`src/hw/rtl/lcbcl_pkg.sv`:
```
// Shared types, constants and helpers for the last-character chained lookup table.
`default_nettype none

package lcbcl_pkg;

	// Table geometry
	localparam int ENTRIES = 256;
	localparam int IDX_W   = $clog2(ENTRIES);
	localparam int CNT_W   = IDX_W + 1;
	localparam int BUCKETS = 256;
	localparam int BKT_W   = 8;
	localparam int KEY_W   = 32;

	// Command codes
	localparam logic [1:0] CMD_INSERT = 2'd0;
	localparam logic [1:0] CMD_LOOKUP = 2'd1;
	localparam logic [1:0] CMD_CLEAR  = 2'd2;

	// Result status codes
	localparam logic [2:0] ST_INSERTED  = 3'd0;
	localparam logic [2:0] ST_FULL      = 3'd1;
	localparam logic [2:0] ST_FOUND     = 3'd2;
	localparam logic [2:0] ST_NOT_FOUND = 3'd3;
	localparam logic [2:0] ST_CLEARED   = 3'd4;

	typedef struct packed {
		logic [1:0]       cmd;
		logic [KEY_W-1:0] key;
	} req_t;

	typedef struct packed {
		logic [2:0] status;
		logic [7:0] entry_index;
		logic [8:0] probe_count;
	} rsp_t;

	// Controller to datapath commands
	typedef struct packed {
		logic       latch;
		logic       rd_bucket;
		logic       ins_write;
		logic       clr;
		logic       lk_start;
		logic       lk_step;
		logic       finish;
		logic       walk_done;
		logic [2:0] result;
	} dp_cmd_t;

	// Datapath to controller status
	typedef struct packed {
		logic [1:0] cmd;
		logic       full;
		logic       used;
		logic       match;
		logic       last;
		logic       out_free;
	} dp_stat_t;

	// Fit an entry index into the 8-bit result field
	function automatic logic [7:0] to_index8(input logic [IDX_W-1:0] idx);
		logic [IDX_W+7:0] ext;
		ext = {8'b0, idx};
		return ext[7:0];
	endfunction

	// Fit a probe count into the 9-bit result field
	function automatic logic [8:0] to_probe9(input logic [CNT_W-1:0] cnt);
		logic [CNT_W+8:0] ext;
		ext = {9'b0, cnt};
		return ext[8:0];
	endfunction

endpackage

`default_nettype wire

```
`src/hw/rtl/lcbcl_ctrl.sv`:
```
// Controller state machine sequencing insert, lookup and clear operations.
`default_nettype none

module lcbcl_ctrl (
	input  wire logic               clk,
	input  wire logic               arst_n,
	input  wire logic               req_valid,
	output logic                    req_ready,
	input  wire lcbcl_pkg::dp_stat_t stat,
	output lcbcl_pkg::dp_cmd_t      cmd
);

	localparam logic [2:0] S_IDLE   = 3'd0;
	localparam logic [2:0] S_DISP   = 3'd1;
	localparam logic [2:0] S_INS_WR = 3'd2;
	localparam logic [2:0] S_LK_HD  = 3'd3;
	localparam logic [2:0] S_LK_CMP = 3'd4;

	logic [2:0] state_q;
	logic [2:0] state_d;

	assign req_ready = (state_q == S_IDLE);

	// Decode state and status into datapath commands
	always_comb begin
		state_d = state_q;
		cmd     = '0;
		case (state_q)
			S_IDLE: begin
				if (req_valid) begin
					cmd.latch = 1'b1;
					state_d   = S_DISP;
				end
			end
			S_DISP: begin
				case (stat.cmd)
					lcbcl_pkg::CMD_INSERT: begin
						if (!stat.full) begin
							cmd.rd_bucket = 1'b1;
							state_d       = S_INS_WR;
						end else if (stat.out_free) begin
							cmd.finish = 1'b1;
							cmd.result = lcbcl_pkg::ST_FULL;
							state_d    = S_IDLE;
						end
					end
					lcbcl_pkg::CMD_LOOKUP: begin
						if (stat.used) begin
							cmd.rd_bucket = 1'b1;
							state_d       = S_LK_HD;
						end else if (stat.out_free) begin
							cmd.finish = 1'b1;
							cmd.result = lcbcl_pkg::ST_NOT_FOUND;
							state_d    = S_IDLE;
						end
					end
					lcbcl_pkg::CMD_CLEAR: begin
						if (stat.out_free) begin
							cmd.clr    = 1'b1;
							cmd.finish = 1'b1;
							cmd.result = lcbcl_pkg::ST_CLEARED;
							state_d    = S_IDLE;
						end
					end
					default: begin
						if (stat.out_free) begin
							cmd.finish = 1'b1;
							cmd.result = lcbcl_pkg::ST_NOT_FOUND;
							state_d    = S_IDLE;
						end
					end
				endcase
			end
			S_INS_WR: begin
				if (stat.out_free) begin
					cmd.ins_write = 1'b1;
					cmd.finish    = 1'b1;
					cmd.result    = lcbcl_pkg::ST_INSERTED;
					state_d       = S_IDLE;
				end
			end
			S_LK_HD: begin
				cmd.lk_start = 1'b1;
				state_d      = S_LK_CMP;
			end
			S_LK_CMP: begin
				if (stat.match || stat.last) begin
					if (stat.out_free) begin
						cmd.finish    = 1'b1;
						cmd.walk_done = 1'b1;
						cmd.result    = stat.match ? lcbcl_pkg::ST_FOUND
						                           : lcbcl_pkg::ST_NOT_FOUND;
						state_d       = S_IDLE;
					end
				end else begin
					cmd.lk_step = 1'b1;
				end
			end
			default: begin
				state_d = S_IDLE;
			end
		endcase
	end

	// Advance state
	always_ff @(posedge clk or negedge arst_n) begin
		if (!arst_n) begin
			state_q <= S_IDLE;
		end else begin
			state_q <= state_d;
		end
	end

endmodule

`default_nettype wire

```
`config.mk`:
```
export PLATFORM = sky130hd
export DESIGN_NAME = lcbcl_ctrl
export DESIGN_NICKNAME = d
export VERILOG_FILES = /design/src/hw/rtl/lcbcl_pkg.sv /design/src/hw/rtl/lcbcl_ctrl.sv
export SDC_FILE = /design/constraint.sdc
export NUM_CORES = 1
export LEC_CHECK = 0
export ABC_AREA = 1
export ABC_CLOCK_PERIOD_IN_PS = 1680
export BUFFER_PORTS_ARGS = -buffer_cell sky130_fd_sc_hd__buf_4
export CELL_PAD_IN_SITES_DETAIL_PLACEMENT = 2
export CELL_PAD_IN_SITES_GLOBAL_PLACEMENT = 2
export CORE_AREA = 2 2 47 49
export CTS_CLUSTER_DIAMETER = 30
export DETAILED_ROUTE_END_ITERATION = 16
export DIE_AREA = 0 0 49 51
export PLACE_DENSITY = 0.82
export SYNTH_ARGS = -nofsm -noshare
export SYNTH_HDL_FRONTEND = slang
export SYNTH_SLANG_ARGS = --single-unit
```
`constraint.sdc`:
```
create_clock -name clk -period 1.68 [get_ports clk]
set_input_delay 0.42 -clock clk [delete_from_list [all_inputs] [get_ports clk]]
set_output_delay 0.42 -clock clk [all_outputs]
set_load 0.05 [all_outputs]
```
## Word-level counts from Yosys, hierarchy flattened

Index checks and enable logic that the tools add are counted.

- Register bits: 3
- Latch bits: 0
- Bits in writable memories: 0
- Memory bits (read-only): 0
- Bits of input ports: 10
- Memories kept: 0

- Add/subtract/negate cells: 0
- Multiply operators: 0
- Divide/modulo/power cells: 0
- Magnitude comparators: 0
- Equal/unequal tests: 8
- Shift-type cells: 0
- Multiplexer cells: 35
- Bitwise logic cells: 0
- Reduce and logical (&&, ||, !) cells: 4

Operator list:

| kind | count |
|---|---|
| 1-bit 2-to-1 mux | 18 |
| 3-bit 2-to-1 mux | 6 |
| 3-bit one-hot mux with 5 select lines | 1 |
| 3-bit one-hot mux with 2 select lines | 2 |
| 5-bit 2-to-1 mux | 2 |
| 3-bit one-hot mux with 3 select lines | 1 |
| 3-bit by 2-bit == test with 1-bit output (second input constant) | 2 |
| 2-bit 2-to-1 mux | 2 |
| 2-bit != test (second input constant) | 2 |
| 1-bit one-hot mux with 2 select lines | 2 |
| 3-bit by 1-bit == test with 1-bit output (second input constant) | 1 |
| 3-bit == test (second input constant) | 1 |
| 3-bit logical NOT | 1 |
| 1-bit one-hot mux with 3 select lines | 1 |
| 2-bit by 1-bit == test with 1-bit output (second input constant) | 1 |
| 2-bit == test (second input constant) | 1 |
| 2-bit logical NOT | 1 |
| 2-bit AND reduction | 1 |
| 1-bit logical OR | 1 |

## Logic depth before layout (Yosys ltp)

- Depth after elaboration: 4
- Depth in mapped cells: 6

## Worst setup path after synthesis

No wires, ideal clock.

- Kind: reg-to-output
- Start point: reg state_q[2]
- End point: out cmd[2] (netlist name)
- Arrival time: 2098 ps
- Required time: 1260 ps
- Setup slack: -838 ps
- Stages on the path, launching flop included: 4
- Buffers on the path: 0
- Cells stage by stage: dfrtp_1 -> inv_2 -> nand3_2 -> nor4_1

RTL lines:

| what | line | source |
|---|---|---|
| start: declaration | lcbcl_ctrl.sv:19 | `logic [2:0] state_q;` |
| start signal: assignment | lcbcl_ctrl.sv:110 | `state_q <= state_d;` |
| end: declaration | lcbcl_ctrl.sv:10 | `output lcbcl_pkg::dp_cmd_t cmd` |

==> reports/metrics.csv <==
stage,metric,value,unit
outcome,status,"complete, but fails checks",
outcome,failed_checks,setup timing,
layout,final_nets,114,
routing,drcViolationCount,0,
timing,skew,0.104,ps
synth,synth_top_area_cell,dfrtp_1,
placed_design,place_congestion,0.703,
routing,initialDrtViolationCount,5,
layout,antenna_cells,0,
timing,rsz0062_at_grt,true,
synth,syn_avg_cell_area,5.85,µm²
hold_path,hold_class,in -> async,
layout,top_register,state_q,
synth,synth_warnings,0,
placed_design,portBuffers,21,
layout,syn_to_final_growth,139,%
setup_path,critical_path_arrival,1330,ps
placed_design,post-place-ws,-83.1,ps
global_routing,grt_max_degree,7,
global_routing,track_usage,14.7,%
clocking,clockBufferDepth,2,
timing,slew_violations,0,
layout,drive_gt1_share,63.1,%
timing,worst_slack,-66.7,ps
setup_path,path_class,reg -> out,
setup_path,cp-start-kind,register,
floorplan,initial_core_util,17.3,%
layout,stdcell_count,131,
floorplan,dieWidth,49,µm
flow_run,max_cap_violations,0,
clocking,clock_sinks,3,
floorplan,std_cell_rows,17,
timing,tns,-230,ps
synth,synth_cell_type_count,19,
synth,ys_seq_elements,3,
timing,fin_crit_sh,104,%
synth,synth_nets,71,
floorplan,boundaryPins,22,
placed_design,dp_hpwl,1210,µm
pwr,pwr_density_cell,1430,nW/µm²
synth,seq_area_frac_synth,21.1,%
synth,netlist_instances,61,
timing,fmax,573,MHz
timing,worst_pin_slew,321,ps
routing,wirelength,1700,µm
clocking,clk_latency,240,ps
global_routing,antenna_found_initial,0,
pwr,p_leak,0.442,nW
synth,syn-cell-area,357,µm²
synth,synth_area_leaders,"dfrtp_1, inv_1, nand2_1",
timing,slew-limit-headroom,78.5,%
layout,largest_reg_flops,3,
routing,via_per_inst,4.27,
pwr,p_total,1.22,mW
floorplan,die_y,51,µm
global_routing,grt_pass1_vias,647,
clocking,cts_tree,built,
global_routing,grt_overflow,0,
global_routing,grt_pass1_wl,2740,µm
setup_path,cp.required,1260,ps
pwr,vdd_drop_max,691,µV
setup_path,cp_max_fo,4,
synth,synth_top_area_share,21.1,%
timing,period_minus_slack,1750,ps
floorplan,core,2060,µm²
timing,finalHoldViolCount,0,
layout,top_regs,state_q: 3 flops,
floorplan,dieArea,2500,µm²
routing,drt-pass1-iter-count,4,
setup_path,cp-end-kind,primary output,
timing,setup_viol,6,
clocking,h-tree-depth,1,
clocking,numCtsBuffers,3,
clocking,cts.clk_slew.worst_paths,40,ps
routing,vias,559,
routing,routedWlPerCell,13.0,µm
clocking,cts-root-buf,clkbuf_4,
placed_design,placed_cells,116,
routing,ant_nets,0,
metal layers:
metal	global-route usage [%]	wire length (µm)	up-vias	part of all wire (%)
li1	-	-	278	-
met1	13.5	636	268	37
met2	30.8	1010	11	59
met3	1.75	32	2	1.9
met4	8.57	21	0	1.2
met5	0	0	-	0
cells in the mapped netlist:
master and number:
inv_1 13, nand2_1 13, nand3_1 7, nor2_1 5, a21oi_1 3, dfrtp_1 3, inv_2 2, nor2_4 2
nor4_1 2, o21ai_1 2, nand2_2 1, nand3_2 1, nand4_1 1, nor2_2 1, nor3_1 1, o211ai_1 1
o21a_1 1, o21ai_0 1, o21ai_2 1
report_power, final:
| group | switching [mW] | total, mW | internal [mW] |
|---|---|---|---|
| clock network | 0.0414 | 0.131 | 0.0893 |
| logic | 0.551 | 0.944 | 0.393 |
| registers | 0.0443 | 0.145 | 0.101 |
| total | 0.636 | 1.22 | 0.583 |
worst max-delay path, stage by stage, from the launching register on:
cell,delay (ps)
dfrtp_2,430
inv_2,100
nand3_4,100
nor2_4,120
o21ai_1,110
nand2_4,90
buf_8,140
cell families after synthesis:
family	synth area share [%]
compound gates	15.1
simple gates	48.1
flops	21.1
buf+inv	15.8
final cells by class:
class	count	area, µm²
repair buffers	38	348
inverters	15	58.8
multi-input cells	43	307
fillers	240	1210
clock buffers	4	26.3
well taps	28	35.0
flip-flops and latches	3	77.6
metrics by stage:
| stage | utilization [%] | hold WS, ps | area [µm²] |
|---|---|---|---|
| detailed placement | 30.3 | 214 | 624 |
| global placement | 30.3 | 210 | 624 |
| floorplan | - | 124 | 387 |
| finish | 41.3 | 505 | 852 |
| CTS | 36.7 | 498 | 757 |
| global route | 41.3 | 514 | 852 |
path summary, 6_finish.rpt:
check / depth (start not counted) / end / startpoint / slack [ps]
worst min register to register: 3 / state_q[1] / state_q[1] / 740
max in group asynchronous: 2 / state_q[0] / arst_n / 1070
worst min-delay path: 2 / state_q[1] / arst_n / 500
min in group clk: 3 / state_q[0] / stat[6] / 510
worst max register to register: 6 / state_q[2] / state_q[0] / 510
worst max-delay path: 6 / cmd[0] / state_q[1] / -70
cells in the final DEF, fill, tap and decap left out, drive strengths merged:
master and count:
a21oi 3, o211ai 1, nand2 14, buf 37
clkbuf 4, o21ai 4, nor3 1, inv 15
nor2 8, dlygate4sd3 1, nand3 8, nor4 2
dfrtp 3, o21a 1, nand4 1
repair_timing:
action | CTS | global route
gates resized for setup | 21 | 14
pin swaps | 2 | 2
endpoints found under the setup margin | 11 | 12
endpoints found under the hold margin | 3 | 0
hold buffers | 1 | 0
buffers inserted | 5 | 5
Note: power is estimated with default switching activity, not from simulation.
